## src/hw/rtl/facs_pkg.sv

```systemverilog
// shared types and constants of the arrival capture sequencer
// no dependencies
package facs_pkg;

    localparam int CHANNELS_DEF = 4;
    localparam int BYTES_PER_CH = 5;
    localparam int QUEUE_DEPTH = 2;
    localparam int APB_AW = 3;

    localparam logic [15:0] DELAY_TICKS_RST = 16'd20000;
    localparam logic [7:0] MAX_ROUNDS_RST = 8'd3;
    localparam logic [7:0] ID_BASE = 8'h41;
    localparam logic [7:0] ROUND_SAT = 8'hFF;

    typedef enum logic [2:0] {
        CMD_CAPTURE = 3'd0,
        CMD_TRIG_HI = 3'd1,
        CMD_TRIG_LO = 3'd2,
        CMD_READ_DONE = 3'd3,
        CMD_RESET = 3'd4,
        CMD_TICK = 3'd5
    } t_cmd;

    typedef enum logic {
        REG_DELAY_TICKS = 1'b0,
        REG_MAX_ROUNDS = 1'b1
    } t_reg;

    typedef struct packed {
        logic [15:0] delay_ticks;
        logic [7:0] max_rounds;
    } t_cfg;

    typedef struct packed {
        logic pkt_waiting;
        logic cap_armed;
        logic [7:0] rounds_done;
        logic delay_over;
    } t_stat;

    localparam int STAT_W = $bits(t_stat);

endpackage

```

## src/hw/rtl/facs_front.sv

```systemverilog
// front end: accepts events, updates capture and delay state, queues one entry per event
// depends on facs_pkg
module facs_front #(
    parameter int CHANNELS = 4
) (
    input  logic                                      i_clk,
    input  logic                                      i_rst_n,
    input  facs_pkg::t_cfg                            i_cfg,
    input  logic                                      i_valid,
    output logic                                      o_ready,
    input  logic [2:0]                                i_cmd,
    input  logic [1:0]                                i_channel,
    input  logic [31:0]                               i_capture_time,
    input  logic                                      i_full,
    output logic                                      o_push,
    output logic [1+facs_pkg::STAT_W+32*CHANNELS-1:0] o_entry
);
    import facs_pkg::*;

    localparam int CW = (CHANNELS > 1) ? $clog2(CHANNELS) : 1;

    logic [CHANNELS-1:0][31:0] r_time, n_time;
    logic [CHANNELS-1:0]       r_mark, n_mark;
    logic                      r_cap, n_cap;
    logic                      r_rdy, n_rdy;
    logic [7:0]                r_rnd, n_rnd;
    logic                      r_trig, n_trig;
    logic                      r_dfin, n_dfin;
    logic                      r_dact, n_dact;
    logic [15:0]               r_dcnt, n_dcnt;
    logic                      w_acc;
    logic                      w_send;
    logic                      w_ch_ok;
    logic [CW-1:0]             w_ch;
    t_stat                     w_stat;

    assign o_ready = !i_full;
    assign w_acc = i_valid && !i_full;
    assign w_ch_ok = int'(i_channel) < CHANNELS;
    assign w_ch = CW'(i_channel);

    always_comb begin
        n_time = r_time;
        n_mark = r_mark;
        n_cap = r_cap;
        n_rdy = r_rdy;
        n_rnd = r_rnd;
        n_trig = r_trig;
        n_dfin = r_dfin;
        n_dact = r_dact;
        n_dcnt = r_dcnt;
        w_send = 1'b0;
        if (w_acc) begin
            unique case (t_cmd'(i_cmd))
                CMD_CAPTURE: begin
                    if (r_cap && w_ch_ok) begin
                        if (!r_mark[w_ch]) begin
                            n_time[w_ch] = i_capture_time;
                            n_mark[w_ch] = 1'b1;
                            if (&n_mark) begin
                                n_cap = 1'b0;
                                n_rdy = 1'b1;
                                w_send = 1'b1;
                            end
                        end
                    end
                end
                CMD_TRIG_HI: begin
                    n_trig = 1'b1;
                    if (r_rnd < i_cfg.max_rounds && !r_dfin) begin
                        n_dcnt = '0;
                        n_dact = 1'b1;
                    end
                end
                CMD_TRIG_LO: begin
                    n_trig = 1'b0;
                    if (r_cap) begin
                        n_cap = 1'b0;
                        n_mark = '0;
                        n_rdy = 1'b0;
                    end
                    if (r_dact) begin
                        n_dact = 1'b0;
                        n_dfin = 1'b0;
                    end
                end
                CMD_READ_DONE: begin
                    if (r_rdy) begin
                        n_rdy = 1'b0;
                        if (r_rnd != ROUND_SAT) begin
                            n_rnd = r_rnd + 8'd1;
                        end
                        if (n_rnd >= i_cfg.max_rounds) begin
                            n_cap = 1'b0;
                            n_dfin = 1'b0;
                        end else begin
                            n_mark = '0;
                            if (r_trig && r_dfin) begin
                                n_cap = 1'b1;
                            end
                        end
                    end
                end
                CMD_RESET: begin
                    n_rnd = '0;
                    n_dfin = 1'b0;
                    n_dact = 1'b0;
                    n_dcnt = '0;
                    n_cap = 1'b0;
                    n_mark = '0;
                    n_rdy = 1'b0;
                    if (r_trig && i_cfg.max_rounds != 8'd0) begin
                        n_dact = 1'b1;
                    end
                end
                CMD_TICK: begin
                    if (r_dact) begin
                        n_dcnt = r_dcnt + 16'd1;
                        if (n_dcnt >= i_cfg.delay_ticks) begin
                            n_dact = 1'b0;
                            n_dfin = 1'b1;
                            if (r_trig && r_rnd < i_cfg.max_rounds) begin
                                n_cap = 1'b1;
                            end
                        end
                    end
                end
                default: begin
                end
            endcase
        end
    end

    always_comb begin
        w_stat.pkt_waiting = n_rdy;
        w_stat.cap_armed = n_cap;
        w_stat.rounds_done = n_rnd;
        w_stat.delay_over = n_dfin;
    end

    assign o_push = w_acc;
    assign o_entry = {w_send, w_stat, n_time};

    always_ff @(posedge i_clk) begin
        r_time <= n_time;
        if (!i_rst_n) begin
            r_mark <= '0;
            r_cap <= 1'b0;
            r_rdy <= 1'b0;
            r_rnd <= '0;
            r_trig <= 1'b0;
            r_dfin <= 1'b0;
            r_dact <= 1'b0;
            r_dcnt <= '0;
        end else begin
            r_mark <= n_mark;
            r_cap <= n_cap;
            r_rdy <= n_rdy;
            r_rnd <= n_rnd;
            r_trig <= n_trig;
            r_dfin <= n_dfin;
            r_dact <= n_dact;
            r_dcnt <= n_dcnt;
        end
    end

endmodule

```

## src/hw/rtl/facs_queue.sv

```systemverilog
// short queue of event entries between front and back end
// depends on facs_pkg
module facs_queue #(
    parameter int W = 8,
    parameter int DEPTH = facs_pkg::QUEUE_DEPTH
) (
    input  logic         i_clk,
    input  logic         i_rst_n,
    input  logic         i_push,
    input  logic [W-1:0] i_data,
    input  logic         i_pop,
    output logic [W-1:0] o_data,
    output logic         o_full,
    output logic         o_empty
);
    import facs_pkg::*;

    localparam int PW = (DEPTH > 1) ? $clog2(DEPTH) : 1;
    localparam int CNTW = $clog2(DEPTH + 1);

    logic [W-1:0]    r_mem [DEPTH];
    logic [PW-1:0]   r_wp, r_rp;
    logic [CNTW-1:0] r_cnt;

    assign o_full = r_cnt == CNTW'(DEPTH);
    assign o_empty = r_cnt == '0;
    assign o_data = r_mem[r_rp];

    always_ff @(posedge i_clk) begin
        if (i_push) begin
            r_mem[r_wp] <= i_data;
        end
        if (!i_rst_n) begin
            r_wp <= '0;
            r_rp <= '0;
            r_cnt <= '0;
        end else begin
            if (i_push) begin
                r_wp <= (r_wp == PW'(DEPTH - 1)) ? '0 : r_wp + PW'(1);
            end
            if (i_pop) begin
                r_rp <= (r_rp == PW'(DEPTH - 1)) ? '0 : r_rp + PW'(1);
            end
            if (i_push && !i_pop) begin
                r_cnt <= r_cnt + CNTW'(1);
            end else if (i_pop && !i_push) begin
                r_cnt <= r_cnt - CNTW'(1);
            end
        end
    end

endmodule

```

## src/hw/rtl/facs_back.sv

```systemverilog
// back end: turns queued entries into status or packet items through an output register
// depends on facs_pkg
module facs_back #(
    parameter int CHANNELS = 4
) (
    input  logic                                      i_clk,
    input  logic                                      i_rst_n,
    input  logic                                      i_empty,
    input  logic [1+facs_pkg::STAT_W+32*CHANNELS-1:0] i_entry,
    output logic                                      o_pop,
    output logic                                      o_valid,
    input  logic                                      i_ready,
    output logic                                      o_pkt_waiting,
    output logic                                      o_cap_armed,
    output logic [7:0]                                o_rounds_done,
    output logic                                      o_delay_over,
    output logic                                      o_byte_valid,
    output logic [7:0]                                o_packet_byte,
    output logic                                      o_last
);
    import facs_pkg::*;

    localparam int CW = (CHANNELS > 1) ? $clog2(CHANNELS) : 1;
    localparam int PW = $clog2(BYTES_PER_CH);

    logic [CHANNELS-1:0][31:0] w_times;
    t_stat                     w_stat;
    logic                      w_send;
    logic                      w_adv;
    logic                      w_last;
    logic [31:0]               w_word;
    logic [4:0]                w_shift;
    logic [7:0]                w_byte;
    logic [CW-1:0]             r_ch;
    logic [PW-1:0]             r_pos;
    logic                      r_ov;
    t_stat                     r_stat;
    logic                      r_bv;
    logic [7:0]                r_byte;
    logic                      r_last;

    assign w_times = i_entry[32*CHANNELS-1:0];
    assign w_stat = i_entry[32*CHANNELS +: STAT_W];
    assign w_send = i_entry[32*CHANNELS+STAT_W];
    assign w_adv = !r_ov || i_ready;

    assign w_word = w_times[r_ch];
    assign w_shift = 5'({r_pos - PW'(1), 3'b000});
    assign w_byte = (r_pos == '0) ? ID_BASE + 8'(r_ch) : 8'(w_word >> w_shift);
    assign w_last = !w_send
        || (r_ch == CW'(CHANNELS - 1) && r_pos == PW'(BYTES_PER_CH - 1));
    assign o_pop = w_adv && !i_empty && w_last;

    always_ff @(posedge i_clk) begin
        if (w_adv && !i_empty) begin
            r_stat <= w_stat;
            r_bv <= w_send;
            r_byte <= w_send ? w_byte : 8'd0;
            r_last <= w_last;
        end
        if (!i_rst_n) begin
            r_ov <= 1'b0;
            r_ch <= '0;
            r_pos <= '0;
        end else if (w_adv) begin
            r_ov <= !i_empty;
            if (!i_empty) begin
                if (w_last) begin
                    r_ch <= '0;
                    r_pos <= '0;
                end else if (r_pos == PW'(BYTES_PER_CH - 1)) begin
                    r_ch <= r_ch + CW'(1);
                    r_pos <= '0;
                end else begin
                    r_pos <= r_pos + PW'(1);
                end
            end
        end
    end

    assign o_valid = r_ov;
    assign o_pkt_waiting = r_stat.pkt_waiting;
    assign o_cap_armed = r_stat.cap_armed;
    assign o_rounds_done = r_stat.rounds_done;
    assign o_delay_over = r_stat.delay_over;
    assign o_byte_valid = r_bv;
    assign o_packet_byte = r_byte;
    assign o_last = r_last;

endmodule

```

## src/hw/rtl/four_channel_arrival_capture_sequencer_top.sv

```systemverilog
// arrival capture sequencer top: config registers, front end, queue, back end
// path: an accepted event is written into the queue, then into the output register that drives o_valid
// throughput: one event accepted per cycle while the two-entry queue has room;
// the output register gives one item per cycle while i_ready takes them: one per event, 5*CHANNELS for a full capture
// reset: synchronous active low, clears state and queue, registers back to 20000 and 3
module four_channel_arrival_capture_sequencer_top #(
    parameter int CHANNELS = facs_pkg::CHANNELS_DEF
) (
    input  logic                        i_clk,
    input  logic                        i_rst_n,
    input  logic                        psel,
    input  logic                        penable,
    input  logic                        pwrite,
    input  logic [facs_pkg::APB_AW-1:0] paddr,
    input  logic [31:0]                 pwdata,
    output logic [31:0]                 prdata,
    output logic                        pready,
    input  logic                        i_valid,
    output logic                        o_ready,
    input  logic [2:0]                  i_cmd,
    input  logic [1:0]                  i_channel,
    input  logic [31:0]                 i_capture_time,
    output logic                        o_valid,
    input  logic                        i_ready,
    output logic                        o_pkt_waiting,
    output logic                        o_cap_armed,
    output logic [7:0]                  o_rounds_done,
    output logic                        o_delay_over,
    output logic                        o_byte_valid,
    output logic [7:0]                  o_packet_byte,
    output logic                        o_last
);
    import facs_pkg::*;

    localparam int EW = 1 + STAT_W + 32 * CHANNELS;

    t_cfg          r_cfg;
    t_reg          w_reg;
    logic          w_wr;
    logic          w_push;
    logic          w_pop;
    logic          w_full;
    logic          w_empty;
    logic [EW-1:0] w_in_entry;
    logic [EW-1:0] w_out_entry;

    assign pready = 1'b1;
    assign w_reg = t_reg'(paddr[2]);
    assign w_wr = psel && penable && pwrite;

    always_comb begin
        unique case (w_reg)
            REG_DELAY_TICKS: prdata = 32'(r_cfg.delay_ticks);
            REG_MAX_ROUNDS:  prdata = 32'(r_cfg.max_rounds);
            default:         prdata = '0;
        endcase
    end

    always_ff @(posedge i_clk) begin
        if (!i_rst_n) begin
            r_cfg.delay_ticks <= DELAY_TICKS_RST;
            r_cfg.max_rounds <= MAX_ROUNDS_RST;
        end else if (w_wr) begin
            unique case (w_reg)
                REG_DELAY_TICKS: r_cfg.delay_ticks <= pwdata[15:0];
                REG_MAX_ROUNDS:  r_cfg.max_rounds <= pwdata[7:0];
                default: begin
                end
            endcase
        end
    end

    facs_front #(
        .CHANNELS(CHANNELS)
    ) u_front (
        .i_clk(i_clk),
        .i_rst_n(i_rst_n),
        .i_cfg(r_cfg),
        .i_valid(i_valid),
        .o_ready(o_ready),
        .i_cmd(i_cmd),
        .i_channel(i_channel),
        .i_capture_time(i_capture_time),
        .i_full(w_full),
        .o_push(w_push),
        .o_entry(w_in_entry)
    );

    facs_queue #(
        .W(EW),
        .DEPTH(QUEUE_DEPTH)
    ) u_queue (
        .i_clk(i_clk),
        .i_rst_n(i_rst_n),
        .i_push(w_push),
        .i_data(w_in_entry),
        .i_pop(w_pop),
        .o_data(w_out_entry),
        .o_full(w_full),
        .o_empty(w_empty)
    );

    facs_back #(
        .CHANNELS(CHANNELS)
    ) u_back (
        .i_clk(i_clk),
        .i_rst_n(i_rst_n),
        .i_empty(w_empty),
        .i_entry(w_out_entry),
        .o_pop(w_pop),
        .o_valid(o_valid),
        .i_ready(i_ready),
        .o_pkt_waiting(o_pkt_waiting),
        .o_cap_armed(o_cap_armed),
        .o_rounds_done(o_rounds_done),
        .o_delay_over(o_delay_over),
        .o_byte_valid(o_byte_valid),
        .o_packet_byte(o_packet_byte),
        .o_last(o_last)
    );

endmodule

```

## config.mk

```make
export PLATFORM = sky130hd
export DESIGN_NAME = four_channel_arrival_capture_sequencer_top
export DESIGN_NICKNAME = d
export VERILOG_FILES = /design/src/hw/rtl/facs_pkg.sv /design/src/hw/rtl/facs_front.sv /design/src/hw/rtl/facs_queue.sv /design/src/hw/rtl/facs_back.sv /design/src/hw/rtl/four_channel_arrival_capture_sequencer_top.sv
export SDC_FILE = /design/constraint.sdc
export NUM_CORES = 1
export LEC_CHECK = 0
export ABC_AREA = 1
export BUFFER_PORTS_ARGS = -buffer_cell sky130_fd_sc_hd__buf_4
export CAP_MARGIN = 30
export CORE_MARGIN = 2
export CORE_UTILIZATION = 46
export DETAILED_ROUTE_END_ITERATION = 10
export PLACE_DENSITY = 0.7
export SLEW_MARGIN = 20
export SYNTH_ARGS = -nofsm -noshare
export SYNTH_HDL_FRONTEND = slang
export SYNTH_HIERARCHICAL = 1
export SYNTH_SLANG_ARGS = --single-unit
```

## constraint.sdc

```tcl
create_clock -name i_clk -period 10.7 [get_ports i_clk]
set_input_delay 3.21 -clock i_clk [delete_from_list [all_inputs] [get_ports i_clk]]
set_output_delay 3.21 -clock i_clk [all_outputs]
set_load 0.01 [all_outputs]
```

==> out/results.tsv <==
metric	value	unit
status	finished, final reports clean	
most frequently used flop master after synthesis	sky130_fd_sc_hd__edfxtp_1	
number of global-route vias before repair	13800	
wire length of the first global-routing pass	70.3	mm
Mapped Cells	1984	
effective utilization at floorplan	46.5	%
Total Nets Final	2183	
async set-or-reset flop fraction in the synthesized netlist	0	%
Core Footprint	0.0465	sq mm
Worst Hold End	u_front/r_time[63]	
pin count of the biggest net entering global routing	114	
synthesis-to-finish area growth	13.2	%
H-tree depth	2	
worst voltage drop across the vdd grid	0.000141	V
number of violations reported at the end of detailed-routing iteration 0	1122	
Max stage delay cell, worst path	sky130_fd_sc_hd__inv_2	
post-layout power	5.81	mW
peak per-stage delay on the critical path	0.28	ns
wirelength, routed	43.9	mm
combined area of the multi-input logic cells	0.00719	sq mm
area taken by flip-flops and latches	0.0130	sq mm
part of the Yosys area used for sequential elements	60.0	%
nature of the critical path endpoint	output port	
cell types with the highest counts after synthesis	sky130_fd_sc_hd__nand2_1 (367), sky130_fd_sc_hd__edfxtp_1 (301), sky130_fd_sc_hd__inv_1 (227), sky130_fd_sc_hd__dfxtp_1 (196), sky130_fd_sc_hd__nor2_1 (190)	
highest achievable clock rate	139	MHz
Routed Antenna Nets	0	
max-capacitance violation count	0	
Die ar.	0.0487	sq mm
std cell rows	79	
Final Max Tran Viols	0	
average footprint of a synthesized cell	10.9	sq um
EDFF count, synth	301	
DR pass1 iterations	5	
depth of the worst register-to-register path	14	
Detailed Place HPWL	26.3	mm
reg-to-reg setup timing slack	7.24	ns
category of the worst setup path launch point	input port	
static leakage power	11.0	nW
final hold violations	0	
required time of the worst setup path	7.49	ns
CTS sink count	497	
number of warnings issued by yosys	6	
Skew-Pair Late Insertion Delay	0.60	ns
Max clock buf depth	3	
dominant cell type by area after synthesis	sky130_fd_sc_hd__edfxtp_1	
setup tns final	0	ns
Max Clock Skew	0.0295	ns
fillcell total	3964	
power density cells	238	mW/mm^2
GR Util All Layers	18.4	%
routability cong.	0.852	
cell types with the largest area share after synthesis	sky130_fd_sc_hd__edfxtp_1 (42%), sky130_fd_sc_hd__dfxtp_1 (18%), sky130_fd_sc_hd__mux2_4 (7.0%)	
Wirelength per Cell	16.2	microns
type of the tightest min-delay check	flop to flop	
via density per instance	5.01	
overall die height	221	microns
CP Data Arrival Time	3.98	ns
setup repair after global routing missed its margin	false	
number of hold buffers added after CTS	0	
number of I/O pins	135	
CTS tree	built	
CP max FO	25	
number of gates given a new drive strength after cts	0	
worst relative slew slack	32.7	%
Unique masters post-synth	41	
Netlist Area Pre-Place	0.0216	sq mm
layout cells sized above 1	17.0	%
worst hold path cell count	2	
#FFs+latches synth	497	
DR DRC count	0	
most numerous cell in the Yosys netlist	sky130_fd_sc_hd__nand2_1	
worst reg2reg startpoint	u_front/r_rnd[1]	
cell-by-cell trace of the critical path	buf_4, inv_2, nand2_1, nand2_1, buf_4	
count of buffers inserted at the top-level ports	99	
worst flop-to-flop path endpoint	u_front/r_mark[2]	
critical hold path startpoint	u_front/r_time[63]	
Final Cycle Share	67.2	%
initial antenna violation count	3	
shortest clock period the worst path allows after layout	7.19	ns
Die X	221	microns
grt ovf	0	
postcts setup bufs	0	
transition time at the pin with the least slew margin	1.01	ns
Crit Path Category	input port to output port	
setup-violating endpoint count in the final report	0	
total buffers and inverters traversed by the critical path	3	
vias after detailed routing	13600	
Num CTS Buffers	51	
CTS Root Buffer Type	sky130_fd_sc_hd__clkbuf_16	
dominant delay contributor by cell family on the critical path	buffers and inverters	
Yosys top cell area share	41.8	%
CTS clock-pin slew for the worst setup and hold paths	0.05	ns
stage by stage:
stage / instances / area (sq um) / worst slack [ns] / util [%] / hold slack [ns]
detailed placement: 2618 / 22600 / 3.52 / 48.7 / 0.458
global route: 2716 / 24400 / 3.40 / 52.6 / 0.491
CTS: 2713 / 24400 / 3.51 / 52.5 / 0.472
floorplan: 1999 / 21700 / 0.683 / - / 0.436
finish: 2717 / 24400 / 3.51 / 52.6 / 0.468
global placement: 2618 / 22600 / 3.54 / 48.7 / 0.443
power breakdown:
group / internal [mW] / leakage, nW / total, mW / switching [mW]
clock: 1.08 / 0.855 / 1.81 / 0.731
combinational: 0.592 / 5.64 / 1.41 / 0.813
sequential: 2.41 / 4.50 / 2.59 / 0.182
total: 4.08 / 11.0 / 5.81 / 1.73
registers in the layout, indices dropped and copies added (netlist names), 2 cells and up, named ones only:
signal and cells:
r_cfg 24, u_back/o_packet_byte 8, u_back/o_rounds_done 8, u_back/r_ch 2, u_back/r_pos 3, u_front/r_dcnt 16
u_front/r_mark 4, u_front/r_rnd 8, u_front/r_time 128, u_queue/r_cnt 2, u_queue/r_mem 280
worst register-to-register path, stage by stage (launching register included):
cell	delay, ns
sky130_fd_sc_hd__dfxtp_1	0.41
sky130_fd_sc_hd__ha_1	0.22
sky130_fd_sc_hd__nand2_1	0.10
sky130_fd_sc_hd__nor3_1	0.38
sky130_fd_sc_hd__nand3_2	0.29
sky130_fd_sc_hd__o21ai_0	0.35
sky130_fd_sc_hd__ha_1	0.31
sky130_fd_sc_hd__a21oi_1	0.13
sky130_fd_sc_hd__o21ai_0	0.09
sky130_fd_sc_hd__nand2_1	0.07
sky130_fd_sc_hd__nand3_1	0.12
sky130_fd_sc_hd__o21ai_0	0.35
sky130_fd_sc_hd__nand2_1	0.23
sky130_fd_sc_hd__o21ai_0	0.22
sky130_fd_sc_hd__nor2_1	0.05
per-layer routing:
| layer | wire, microns | GRT usage (%) |
|---|---|---|
| met1 | 19200 | 22.6 |
| met2 | 21500 | 32.5 |
| met3 | 2310 | 3.77 |
| met4 | 959 | 5.40 |
| met5 | 30 | 0 |
worst max path at each step:
stage,end,start,cells after the start
after detailed placement,prdata[6],paddr[2],5
after CTS,prdata[6],paddr[2],5
after floorplan,u_queue/r_mem[0][0],i_valid,4
after global placement,prdata[3],paddr[2],5
final,prdata[2],paddr[2],5
after global routing,prdata[5],paddr[2],5
layout by cell type (no fill, tap or decap), types with 51 or more instances in the layout:
master / instances
sky130_fd_sc_hd__mux2i_1: 64
sky130_fd_sc_hd__o21ai_0: 67
sky130_fd_sc_hd__inv_1: 226
sky130_fd_sc_hd__edfxtp_1: 301
sky130_fd_sc_hd__buf_4: 108
sky130_fd_sc_hd__dfxtp_1: 193
sky130_fd_sc_hd__nand3_1: 118
sky130_fd_sc_hd__clkbuf_16: 51
sky130_fd_sc_hd__a21oi_1: 90
sky130_fd_sc_hd__nand2_1: 367
sky130_fd_sc_hd__mux2_4: 100
sky130_fd_sc_hd__nor2_1: 189
logic make-up (layout without fill, tap and decap cells):
group           Yosys count  in the layout  share of synthesized area, %
other cells               2             18                        0.0348
buf+inv                 332            442                          7.04
xor+xnor                 15             15                         0.608
simple gates            708            708                          13.6
mux                     204            204                          12.0
fa+ha+maj                37             37                          2.14
compound gates          189            189                          4.60
flops                   497            497                          60.0
cell type report:
cell class	count	area share (%)
Clock buffer	69	5.82
Inverter	235	3.63
Tap cell	607	3.11
Sequential cell	497	53.1
Antenna cell	1	0.0102
Clock inverter	26	1.28
Timing Repair Buffer	112	3.68
Multi-Input combinational cell	1170	29.4
Note: power is estimated with default switching activity, not from simulation.
